### src/hdl/dpp_pkg.sv
// dpp_pkg: shared constants, types and helper functions for depth_pixel_to_point
// used by the controller, the datapath and the top level; no dependencies
package dpp_pkg;

    localparam int MAX_SIDE   = 1024;
    localparam int SIDE_W     = $clog2(MAX_SIDE);
    localparam int SIZE_W     = SIDE_W + 1;
    localparam int PIX_W      = 8;
    localparam int SCALE_W    = 16;
    localparam int Z_W        = 17;
    localparam int COORD_W    = 25;
    localparam int NC_W       = SIDE_W + 2;
    localparam int ZS_W       = Z_W + SCALE_W;
    localparam int PROD_W     = NC_W + ZS_W + 1;
    localparam int FRAC_DROP  = 16;
    localparam int CFG_DATA_W = 16;
    localparam int CFG_IDX_W  = 2;

    localparam logic [Z_W-1:0]       Z_OFFSET      = Z_W'(500);
    localparam logic [SIZE_W-1:0]    WIDTH_RESET   = SIZE_W'(512);
    localparam logic [SIZE_W-1:0]    HEIGHT_RESET  = SIZE_W'(424);
    localparam logic [SCALE_W-1:0]   SCALE_RESET   = SCALE_W'(30702);

    localparam logic [CFG_IDX_W-1:0] REG_FRAME_WIDTH  = CFG_IDX_W'(0);
    localparam logic [CFG_IDX_W-1:0] REG_FRAME_HEIGHT = CFG_IDX_W'(1);
    localparam logic [CFG_IDX_W-1:0] REG_SCALE_Q24    = CFG_IDX_W'(2);

    typedef enum logic [2:0] {
        ST_IDLE,
        ST_ZS,
        ST_X,
        ST_Y,
        ST_FIN
    } dpp_state_t;

    typedef struct packed {
        logic accept;
        logic mul_zs;
        logic mul_x;
        logic mul_y;
        logic load_out;
    } dpp_cmd_t;

    typedef struct packed {
        logic keep;
        logic out_full;
    } dpp_status_t;

    typedef struct packed {
        logic [SIZE_W-1:0]  width;
        logic [SIZE_W-1:0]  height;
        logic [SCALE_W-1:0] scale;
    } dpp_cfg_t;

    // even, clamped to 2..MAX_SIDE
    function automatic logic [SIZE_W-1:0] eff_size(input logic [SIZE_W-1:0] r);
        logic [SIZE_W-1:0] s;
        s = {r[SIZE_W-1:1], 1'b0};
        if (s == '0)
            s = SIZE_W'(2);
        else if (s > SIZE_W'(MAX_SIDE))
            s = SIZE_W'(MAX_SIDE);
        return s;
    endfunction

    // floor shift to Q8 and saturate to the coordinate range
    function automatic logic signed [COORD_W-1:0] sat_coord(
        input logic signed [PROD_W-1:0] p
    );
        logic signed [PROD_W-1:0]    q;
        logic [PROD_W-COORD_W:0]     hi_bits;
        logic signed [COORD_W-1:0]   r;
        q = p >>> FRAC_DROP;
        hi_bits = q[PROD_W-1:COORD_W-1];
        if (hi_bits == '0 || hi_bits == '1)
            r = q[COORD_W-1:0];
        else if (q[PROD_W-1])
            r = {1'b1, {(COORD_W-1){1'b0}}};
        else
            r = {1'b0, {(COORD_W-1){1'b1}}};
        return r;
    endfunction

endpackage

### src/hdl/dpp_ctrl.sv
// dpp_ctrl: sequencer that accepts pixels and steps the datapath through its multiplies
// depends on dpp_pkg
module dpp_ctrl
    import dpp_pkg::*;
(
    input  logic        clk,
    input  logic        rst_n,
    input  logic        in_valid,
    input  dpp_status_t sts,
    output logic        in_stall,
    output dpp_cmd_t    cmd
);

    dpp_state_t state_reg;
    dpp_state_t state_next;

    always_ff @(posedge clk or negedge rst_n)
    begin
        if (!rst_n)
            state_reg <= ST_IDLE;
        else
            state_reg <= state_next;
    end

    always_comb
    begin
        state_next = state_reg;
        cmd        = '0;
        in_stall   = 1'b1;
        case (state_reg)
            ST_IDLE:
            begin
                in_stall = 1'b0;
                if (in_valid)
                begin
                    cmd.accept = 1'b1;
                    if (sts.keep)
                        state_next = ST_ZS;
                end
            end
            ST_ZS:
            begin
                cmd.mul_zs = 1'b1;
                state_next = ST_X;
            end
            ST_X:
            begin
                cmd.mul_x  = 1'b1;
                state_next = ST_Y;
            end
            ST_Y:
            begin
                cmd.mul_y  = 1'b1;
                state_next = ST_FIN;
            end
            ST_FIN:
            begin
                if (!sts.out_full)
                begin
                    cmd.load_out = 1'b1;
                    state_next   = ST_IDLE;
                end
            end
            default:
            begin
                state_next = ST_IDLE;
            end
        endcase
    end

    a_no_overwrite: assert property (@(posedge clk) disable iff (!rst_n)
        cmd.load_out |-> !sts.out_full)
        else $error("output word overwritten while stalled");

    a_kept_starts: assert property (@(posedge clk) disable iff (!rst_n)
        (state_reg == ST_IDLE && in_valid && sts.keep) |=> state_reg == ST_ZS)
        else $error("kept pixel did not start processing");

    a_dropped_idle: assert property (@(posedge clk) disable iff (!rst_n)
        (state_reg == ST_IDLE && in_valid && !sts.keep) |=> state_reg == ST_IDLE)
        else $error("dropped pixel started processing");

    a_x_then_y: assert property (@(posedge clk) disable iff (!rst_n)
        state_reg == ST_X |=> state_reg == ST_Y)
        else $error("x product not followed by y product");

endmodule

### src/hdl/dpp_datapath.sv
// dpp_datapath: pixel counters, depth decode, shared coordinate multiplier, output register
// depends on dpp_pkg; driven by dpp_ctrl
module dpp_datapath
    import dpp_pkg::*;
(
    input  logic                       clk,
    input  logic                       rst_n,
    input  dpp_cfg_t                   cfg,
    input  dpp_cmd_t                   cmd,
    output dpp_status_t                sts,
    input  logic [PIX_W-1:0]           depth_low,
    input  logic [PIX_W-1:0]           depth_high,
    input  logic [PIX_W-1:0]           red_in,
    input  logic [PIX_W-1:0]           green_in,
    input  logic [PIX_W-1:0]           blue_in,
    output logic                       out_valid,
    input  logic                       out_stall,
    output logic signed [COORD_W-1:0]  x_pos,
    output logic signed [COORD_W-1:0]  y_pos,
    output logic [Z_W-1:0]             z_depth,
    output logic [PIX_W-1:0]           red_out,
    output logic [PIX_W-1:0]           green_out,
    output logic [PIX_W-1:0]           blue_out
);

    logic [SIDE_W-1:0]         col_reg;
    logic [SIDE_W-1:0]         col_next;
    logic [SIDE_W-1:0]         row_reg;
    logic [SIDE_W-1:0]         row_next;
    logic                      out_valid_reg;
    logic                      out_valid_next;

    logic [Z_W-1:0]            z_reg;
    logic signed [NC_W-1:0]    ncx_reg;
    logic signed [NC_W-1:0]    ncy_reg;
    logic [PIX_W-1:0]          red_reg;
    logic [PIX_W-1:0]          green_reg;
    logic [PIX_W-1:0]          blue_reg;
    logic [ZS_W-1:0]           zs_reg;
    logic signed [PROD_W-1:0]  prod_reg;
    logic signed [COORD_W-1:0] x_reg;

    logic [Z_W-1:0]            z_in;
    logic signed [NC_W-1:0]    ncx_in;
    logic signed [NC_W-1:0]    ncy_in;
    logic signed [NC_W-1:0]    mul_a;
    logic signed [PROD_W-1:0]  prod_comb;
    logic                      col_wrap;
    logic                      row_wrap;

    // z = low + (index - 1) * 256 + offset
    assign z_in = Z_W'({depth_high - PIX_W'(1), depth_low}) + Z_OFFSET;

    // negated centred coordinates: half - count
    assign ncx_in = $signed({2'b00, cfg.width[SIZE_W-1:1]}) - $signed({2'b00, col_reg});
    assign ncy_in = $signed({2'b00, cfg.height[SIZE_W-1:1]}) - $signed({2'b00, row_reg});

    assign col_wrap = ({1'b0, col_reg} + SIZE_W'(1)) >= cfg.width;
    assign row_wrap = ({1'b0, row_reg} + SIZE_W'(1)) >= cfg.height;

    assign sts.keep     = (depth_high != '0) && ((red_in | green_in | blue_in) != '0);
    assign sts.out_full = out_valid_reg && out_stall;

    assign mul_a     = cmd.mul_y ? ncy_reg : ncx_reg;
    assign prod_comb = PROD_W'(mul_a) * PROD_W'($signed({1'b0, zs_reg}));

    always_comb
    begin
        col_next = col_reg;
        row_next = row_reg;
        if (cmd.accept)
        begin
            if (col_wrap)
            begin
                col_next = '0;
                row_next = row_wrap ? '0 : row_reg + SIDE_W'(1);
            end
            else
            begin
                col_next = col_reg + SIDE_W'(1);
            end
        end
    end

    always_comb
    begin
        if (cmd.load_out)
            out_valid_next = 1'b1;
        else if (out_stall)
            out_valid_next = out_valid_reg;
        else
            out_valid_next = 1'b0;
    end

    always_ff @(posedge clk or negedge rst_n)
    begin
        if (!rst_n)
        begin
            col_reg       <= '0;
            row_reg       <= '0;
            out_valid_reg <= 1'b0;
        end
        else
        begin
            col_reg       <= col_next;
            row_reg       <= row_next;
            out_valid_reg <= out_valid_next;
        end
    end

    always_ff @(posedge clk)
    begin
        if (cmd.accept)
        begin
            z_reg     <= z_in;
            ncx_reg   <= ncx_in;
            ncy_reg   <= ncy_in;
            red_reg   <= red_in;
            green_reg <= green_in;
            blue_reg  <= blue_in;
        end
        if (cmd.mul_zs)
            zs_reg <= ZS_W'(z_reg) * ZS_W'(cfg.scale);
        if (cmd.mul_x || cmd.mul_y)
            prod_reg <= prod_comb;
        if (cmd.mul_y)
            x_reg <= sat_coord(prod_reg);
        if (cmd.load_out)
        begin
            x_pos     <= x_reg;
            y_pos     <= sat_coord(prod_reg);
            z_depth   <= z_reg;
            red_out   <= red_reg;
            green_out <= green_reg;
            blue_out  <= blue_reg;
        end
    end

    assign out_valid = out_valid_reg;

    a_z_floor: assert property (@(posedge clk) disable iff (!rst_n)
        out_valid_reg |-> z_depth >= Z_OFFSET)
        else $error("emitted depth below offset");

endmodule

### src/hdl/depth_pixel_to_point.sv
// depth_pixel_to_point: back-projects raster depth pixels to colored 3-D points
// a kept pixel steps through ST_ZS (z*scale multiply), ST_X and ST_Y (two passes
// through the shared coordinate multiplier) and ST_FIN, held while the output stalls
// a dropped pixel (index 0 or black) gives no word; only ST_IDLE accepts a pixel
// reset: counters at column 0 row 0, size 512x424, scale 30702, no word pending
// depends on dpp_pkg, dpp_ctrl, dpp_datapath
module depth_pixel_to_point
    import dpp_pkg::*;
(
    input  logic                       clk,
    input  logic                       rst_n,
    input  logic                       cfg_write,
    input  logic [CFG_IDX_W-1:0]       cfg_index,
    input  logic [CFG_DATA_W-1:0]      cfg_data,
    input  logic                       in_valid,
    output logic                       in_stall,
    input  logic [PIX_W-1:0]           depth_low,
    input  logic [PIX_W-1:0]           depth_high,
    input  logic [PIX_W-1:0]           red_in,
    input  logic [PIX_W-1:0]           green_in,
    input  logic [PIX_W-1:0]           blue_in,
    output logic                       out_valid,
    input  logic                       out_stall,
    output logic signed [COORD_W-1:0]  x_pos,
    output logic signed [COORD_W-1:0]  y_pos,
    output logic [Z_W-1:0]             z_depth,
    output logic [PIX_W-1:0]           red_out,
    output logic [PIX_W-1:0]           green_out,
    output logic [PIX_W-1:0]           blue_out
);

    logic [SIZE_W-1:0]  width_reg;
    logic [SIZE_W-1:0]  height_reg;
    logic [SCALE_W-1:0] scale_reg;
    dpp_cfg_t           cfg;
    dpp_cmd_t           cmd;
    dpp_status_t        sts;

    always_ff @(posedge clk or negedge rst_n)
    begin
        if (!rst_n)
        begin
            width_reg  <= WIDTH_RESET;
            height_reg <= HEIGHT_RESET;
            scale_reg  <= SCALE_RESET;
        end
        else if (cfg_write)
        begin
            case (cfg_index)
                REG_FRAME_WIDTH:  width_reg  <= cfg_data[SIZE_W-1:0];
                REG_FRAME_HEIGHT: height_reg <= cfg_data[SIZE_W-1:0];
                REG_SCALE_Q24:    scale_reg  <= cfg_data[SCALE_W-1:0];
                default:          ;
            endcase
        end
    end

    assign cfg.width  = eff_size(width_reg);
    assign cfg.height = eff_size(height_reg);
    assign cfg.scale  = scale_reg;

    dpp_ctrl u_ctrl (
        .clk      (clk),
        .rst_n    (rst_n),
        .in_valid (in_valid),
        .sts      (sts),
        .in_stall (in_stall),
        .cmd      (cmd)
    );

    dpp_datapath u_datapath (
        .clk        (clk),
        .rst_n      (rst_n),
        .cfg        (cfg),
        .cmd        (cmd),
        .sts        (sts),
        .depth_low  (depth_low),
        .depth_high (depth_high),
        .red_in     (red_in),
        .green_in   (green_in),
        .blue_in    (blue_in),
        .out_valid  (out_valid),
        .out_stall  (out_stall),
        .x_pos      (x_pos),
        .y_pos      (y_pos),
        .z_depth    (z_depth),
        .red_out    (red_out),
        .green_out  (green_out),
        .blue_out   (blue_out)
    );

endmodule
### config.mk
export PLATFORM = sky130hd
export DESIGN_NAME = depth_pixel_to_point
export DESIGN_NICKNAME = d
export VERILOG_FILES = /design/src/hdl/dpp_pkg.sv /design/src/hdl/dpp_ctrl.sv /design/src/hdl/dpp_datapath.sv /design/src/hdl/depth_pixel_to_point.sv
export SDC_FILE = /design/constraint.sdc
export NUM_CORES = 2
export LEC_CHECK = 0
export BUFFER_PORTS_ARGS = -buffer_cell sky130_fd_sc_hd__buf_2
export CAP_MARGIN = 10
export CORE_MARGIN = 2
export CORE_UTILIZATION = 47
export CTS_CLUSTER_SIZE = 20
export DETAILED_ROUTE_END_ITERATION = 7
export PLACE_DENSITY = 0.68
export SYNTH_ARGS = -nofsm -noshare
export SYNTH_HDL_FRONTEND = slang
export SYNTH_HIERARCHICAL = 1
export SYNTH_SLANG_ARGS = --single-unit
### constraint.sdc
create_clock -name clk -period 24.1 [get_ports clk]
set_input_delay 1.205 -clock clk [delete_from_list [all_inputs] [get_ports clk]]
set_output_delay 1.205 -clock clk [all_outputs]
set_load 0.005 [all_outputs]
======== Yosys cells after proc, flatten, opt, wreduce, memory -nomap -nowiden ========
Index checks and enable logic that the tools add are counted.
storage, ports and cells
  register bits ........................... 322
  bits in latches ......................... 0
  memory bits (writable) .................. 0
  bits in read-only memories .............. 0
  bits of input ports ..................... 63
  word-level logic and storage cells ...... 88
  memories kept ........................... 0
operators by class
  $add $sub $neg .......................... 8
  $mul .................................... 2
  divide/modulo/power cells ............... 0
  $lt $le $gt $ge ......................... 4
  equality and inequality tests ........... 11
  shift operators ......................... 0
  multiplexer cells ....................... 23
  bitwise logic cells ..................... 2
  reductions and logical operators ........ 16
operators by type and width
  cell                                                 count
  two-way mux 25 bit                                   2
  multiplier 12 x 34 -> 46 bit                         1
  two-way mux 11 bit                                   4
  multiplier 17 x 16 -> 33 bit                         1
  adder 10 x 1 -> 11 bit, second input constant        2
  equality test 22 bit, second input constant          1
  greater-or-equal comparator 11 bit                   2
  > comparator 11 bit, second input constant           2
  zero test 22 bit                                     1
  subtractor 10 x 10 -> 11 bit                         2
  adder 10 x 1 -> 10 bit, second input constant        2
  zero test 10 bit                                     2
  two-way mux 10 bit                                   2
  adder 16 x 9 -> 17 bit, second input constant        1
  OR 8 bit                                             2
  nonzero test 8 bit                                   2
  one-hot mux 3 bit (5 select lines)                   1
  two-way mux 12 bit                                   1
  two-way mux 1 bit                                    10
  two-way mux 3 bit                                    3
  AND reduction 2 bit                                  4
  subtractor 8 x 1 -> 8 bit, second input constant     1
  equality test 3 x 2 -> 1 bit, second input constant  2
  inequality test 2 bit, second input constant         3
  10 further kinds                                     12

======== Longest topological paths before layout ========
  depth in word-level cells ............... 7
  mapped depth ............................ 26

======== Modules after synthesis ========
The synthesis kept the hierarchy.
by module, submodules not included
  module                instances  cells each  area each (sq um)  seq. area each (sq um)
  dpp_datapath          1          3201        32124.6            7792.5
  depth_pixel_to_point  1          107         1596.5             922.1
  dpp_ctrl              1          18          173.9              75.1

======== Worst setup path before layout ========
OpenSTA, ideal clock, no wires.
  path type ............................... input to register
  from .................................... input port out_stall
  to ...................................... register u_datapath.out_valid_reg (netlist: u_datapath/out_valid)
  setup time .............................. 0.120 ns
  arrival time ............................ 11.522 ns
  data required time ...................... 23.980 ns
  slack ................................... 12.457 ns
  cell stages on the path ................. 3
  path buffers ............................ 0
  path through ............................ and2_1 nor4b_1 or2_2
RTL lines
  element                 RTL line                    RTL
  start: declaration      depth_pixel_to_point.sv:23  input logic out_stall,
  end signal: assignment  dpp_datapath.sv:107         out_valid_reg <= out_valid_next;
  end: declaration        dpp_datapath.sv:30          logic out_valid_reg;

==> impl_metrics.env <==
export IMPL_synth_top_cell_by_area="fa_1"
export IMPL_layout_nets=4232
export IMPL_cts_setup_buffers=0
export IMPL_fin_crit_sh=0.3239
export IMPL_clk_pin_slew_worst_paths_ns=0.06
export IMPL_max_slew_margin=0.2397
export IMPL_syn_area_mm2=0.03390
export IMPL_clk_latency_ns=0.62
export IMPL_grt_max_degree=91
export IMPL_place_congestion=0.8562
export IMPL_die_height_um=272.5
export IMPL_largest_reg_flops=33
export IMPL_path_cells="and3b_2, mux2i_2, buf_4, inv_1, and2_1, fa_1, fa_1, fa_1, fa_1, inv_1, fa_1, inv_1, ha_1, a21o_1, a221oi_2, o211a_1, nand3_1, a21oi_2, o21bai_1, and2_0, o31a_1"
export IMPL_drt_iter0_drc=1422
export IMPL_diodes=0
export IMPL_hold_class="register to register"
export IMPL_synthAdderAreaFrac=0.4055
export IMPL_layout_common_cells="inv_1 (659), fa_1 (519), nand2_1 (478)"
export IMPL_wl_met2_um=35720
export IMPL_top_layer="met4"
export IMPL_numPortBuffers=155
export IMPL_r2r_start="u_ctrl/state_reg[1]"
export IMPL_rsz0062_at_grt="false"
export IMPL_reg2reg_depth=21
export IMPL_tns_ns=0
export IMPL_cp_arrival_ns=8.15
export IMPL_start_kind="register"
export IMPL_initial_utilization=0.4741
export IMPL_numCtsBuffers=31
export IMPL_slowest_stage="and3b_2"
export IMPL_wl_per_cell_um=17.09
export IMPL_io_pins=156
export IMPL_worst_r2r_setup_slack_ns=16.29
export IMPL_finalHoldViolations=0
export IMPL_hold_ws_ns=0.4153
export IMPL_finalClockSkew_ns=0.02515
export IMPL_grt_first_pass_wirelength_um=124600
export IMPL_avgSynthCellArea_um2=10.19
export IMPL_row_count=98
export IMPL_ys_warn_count=6
export IMPL_grt_pass1_vias=24000
export IMPL_synth_seq_area_share=0.2593
export IMPL_max_freq_mhz=128.1
export IMPL_antenna_found_initial=0
export IMPL_area_growth_syn_to_layout_pct=7.734
export IMPL_root_buffer="clkbuf_16"
export IMPL_synth_edff_count=242
export IMPL_fp_dieW_um=272.5
export IMPL_r2r_end="u_datapath/prod_reg[43]"
export IMPL_synth_top_family_by_area="adder cells"
export IMPL_setup_viol=0
export IMPL_cts_tree="done"
export IMPL_synthMuxAreaShare=0.01890
export IMPL_hpwl_um=59080
export IMPL_cp_endpoint="u_datapath/prod_reg[43]"
export IMPL_synth_cells=3326
export IMPL_drive_above_1_share=0.09304
export IMPL_startpoint="u_ctrl/state_reg[1]"
export IMPL_wl_met1_um=32890
export IMPL_mostFrequentLayoutCell="inv_1"
export IMPL_slew_violations=0
export IMPL_drc=0
export IMPL_cpMostUsedCell="fa_1"
export IMPL_crit_path_end_kind="register"
export IMPL_required_ns=24.45
export IMPL_synth_seq_cells=302
export IMPL_tightest_slew_ns=1.139
export IMPL_cts_sinks=302
export IMPL_maxCapViolations=0
export IMPL_drtPass1Iterations=7
export IMPL_period_needed_ns=7.806
export IMPL_htreeDepth=1
export IMPL_postSynth_topFlopCell="edfxtp_1"
export IMPL_drtAntennaViolNets=0
export IMPL_synthXorXnorAreaFrac=0.02455
export IMPL_fillers=6397
export IMPL_cts_buffer_depth=3
export IMPL_vias=22650
export IMPL_synth_compound_area_frac=0.06656
export IMPL_die_area_mm2=0.07428
export IMPL_async_flop_share=0.1987
export IMPL_run_status="completed"
export IMPL_cp_max_fo=41
export IMPL_synthTopCellsByArea="fa_1 (31%), edfxtp_1 (21%), ha_1 (9.9%)"
export IMPL_synth_simple_gate_area_share=0.1355
export IMPL_seq_area_mm2=0.008790
export IMPL_grt_use_total=0.2078
export IMPL_slowest_delay_ns=0.86
export IMPL_via_per_inst=5.199
export IMPL_path_class="register to register"
export IMPL_multi_input_area_mm2=0.02210
export IMPL_cts_hold_buf=0
export IMPL_wl_um=74440
export IMPL_wl_met3_um=3923
export IMPL_min_from="u_datapath/x_reg[4]"
export IMPL_core_area_mm2=0.07149
export IMPL_cts_resized=0
export IMPL_overflow=0
export IMPL_synth_top_area_frac=0.3065
export IMPL_netlist_cell_type_count=87
worst min-delay path by stage:
stage / endpoint / slack (ns) / cells after the start
detailed placement: u_datapath/green_out[6] / 0.40 / 0
global route: u_datapath/x_pos[4] / 0.42 / 0
CTS: u_datapath/x_pos[4] / 0.42 / 0
global placement: u_datapath/x_pos[14] / 0.40 / 0
finish: u_datapath/x_pos[4] / 0.42 / 0
floorplan: u_datapath/blue_out[0] / 0.40 / 0
cell usage after synthesis, types with 9 or more instances:
cell / instances
ha_1: 268
nor2_1: 80
o21ai_0: 37
edfxtp_1: 242
xor2_1: 31
nand4_1: 14
mux2_2: 39
nand2_1: 478
o21a_1: 9
a31oi_1: 13
clkbuf_1: 133
mux2_4: 10
fa_1: 519
o21ai_1: 13
nand2b_1: 19
nor3_1: 19
xnor2_1: 64
inv_1: 659
nor4_1: 18
a21o_1: 69
o21bai_1: 12
o22ai_1: 14
and2_1: 227
and3_1: 17
a21oi_1: 77
dfstp_2: 17
nand3_1: 37
dfrtp_1: 43
nor2b_1: 26
per-stage QoR:
step,utilization,instances,worst slack (ns),area [um^2]
final,0.5108,4357,16.29,36520
after global routing,0.5108,4357,15.77,36520
after CTS,0.5108,4357,16.28,36520
after detailed placement,0.4952,4299,16.29,35400
after global placement,0.4952,4299,16.41,35400
after floorplan,-,3327,12.46,33900
kinds of logic (layout without fill, tap and decap cells):
kind of cell / Yosys count / in the layout
flops: 302 / 302
simple gates: 961 / 961
buf+inv: 802 / 882
fa+ha+maj: 787 / 787
mux: 54 / 54
other cells: 1 / 2
xor+xnor: 95 / 95
compound gates: 324 / 324
per-layer routing:
| metal | vias to the layer above | global-route usage |
|---|---|---|
| li1 | 10530 | - |
| met1 | 11400 | 0.2841 |
| met2 | 598 | 0.3525 |
| met3 | 123 | 0.02671 |
| met4 | 0 | 0.05104 |
| met5 | - | 0 |
layout make-up:
class,instances,area share
flip-flops and latches,302,0.2407
multi-input cells,2223,0.6052
well taps,950,0.03255
clock buffers,36,0.02203
inverters,659,0.06774
repair buffers,165,0.02330
clock inverters,22,0.008498
critical path, delay by kind of cell (launching register included):
| kind | cells | cell delay (ns) |
|---|---|---|
| flops | 1 | 0.49 |
| buf+inv | 4 | 1.00 |
| compound gates | 6 | 1.48 |
| simple gates | 4 | 1.55 |
| fa+ha+maj | 6 | 2.70 |
| mux | 1 | 0.28 |
Power is left out: the tool's default activity adds up to more than one toggle a clock period on the data nets, which glitch-free logic cannot reach.
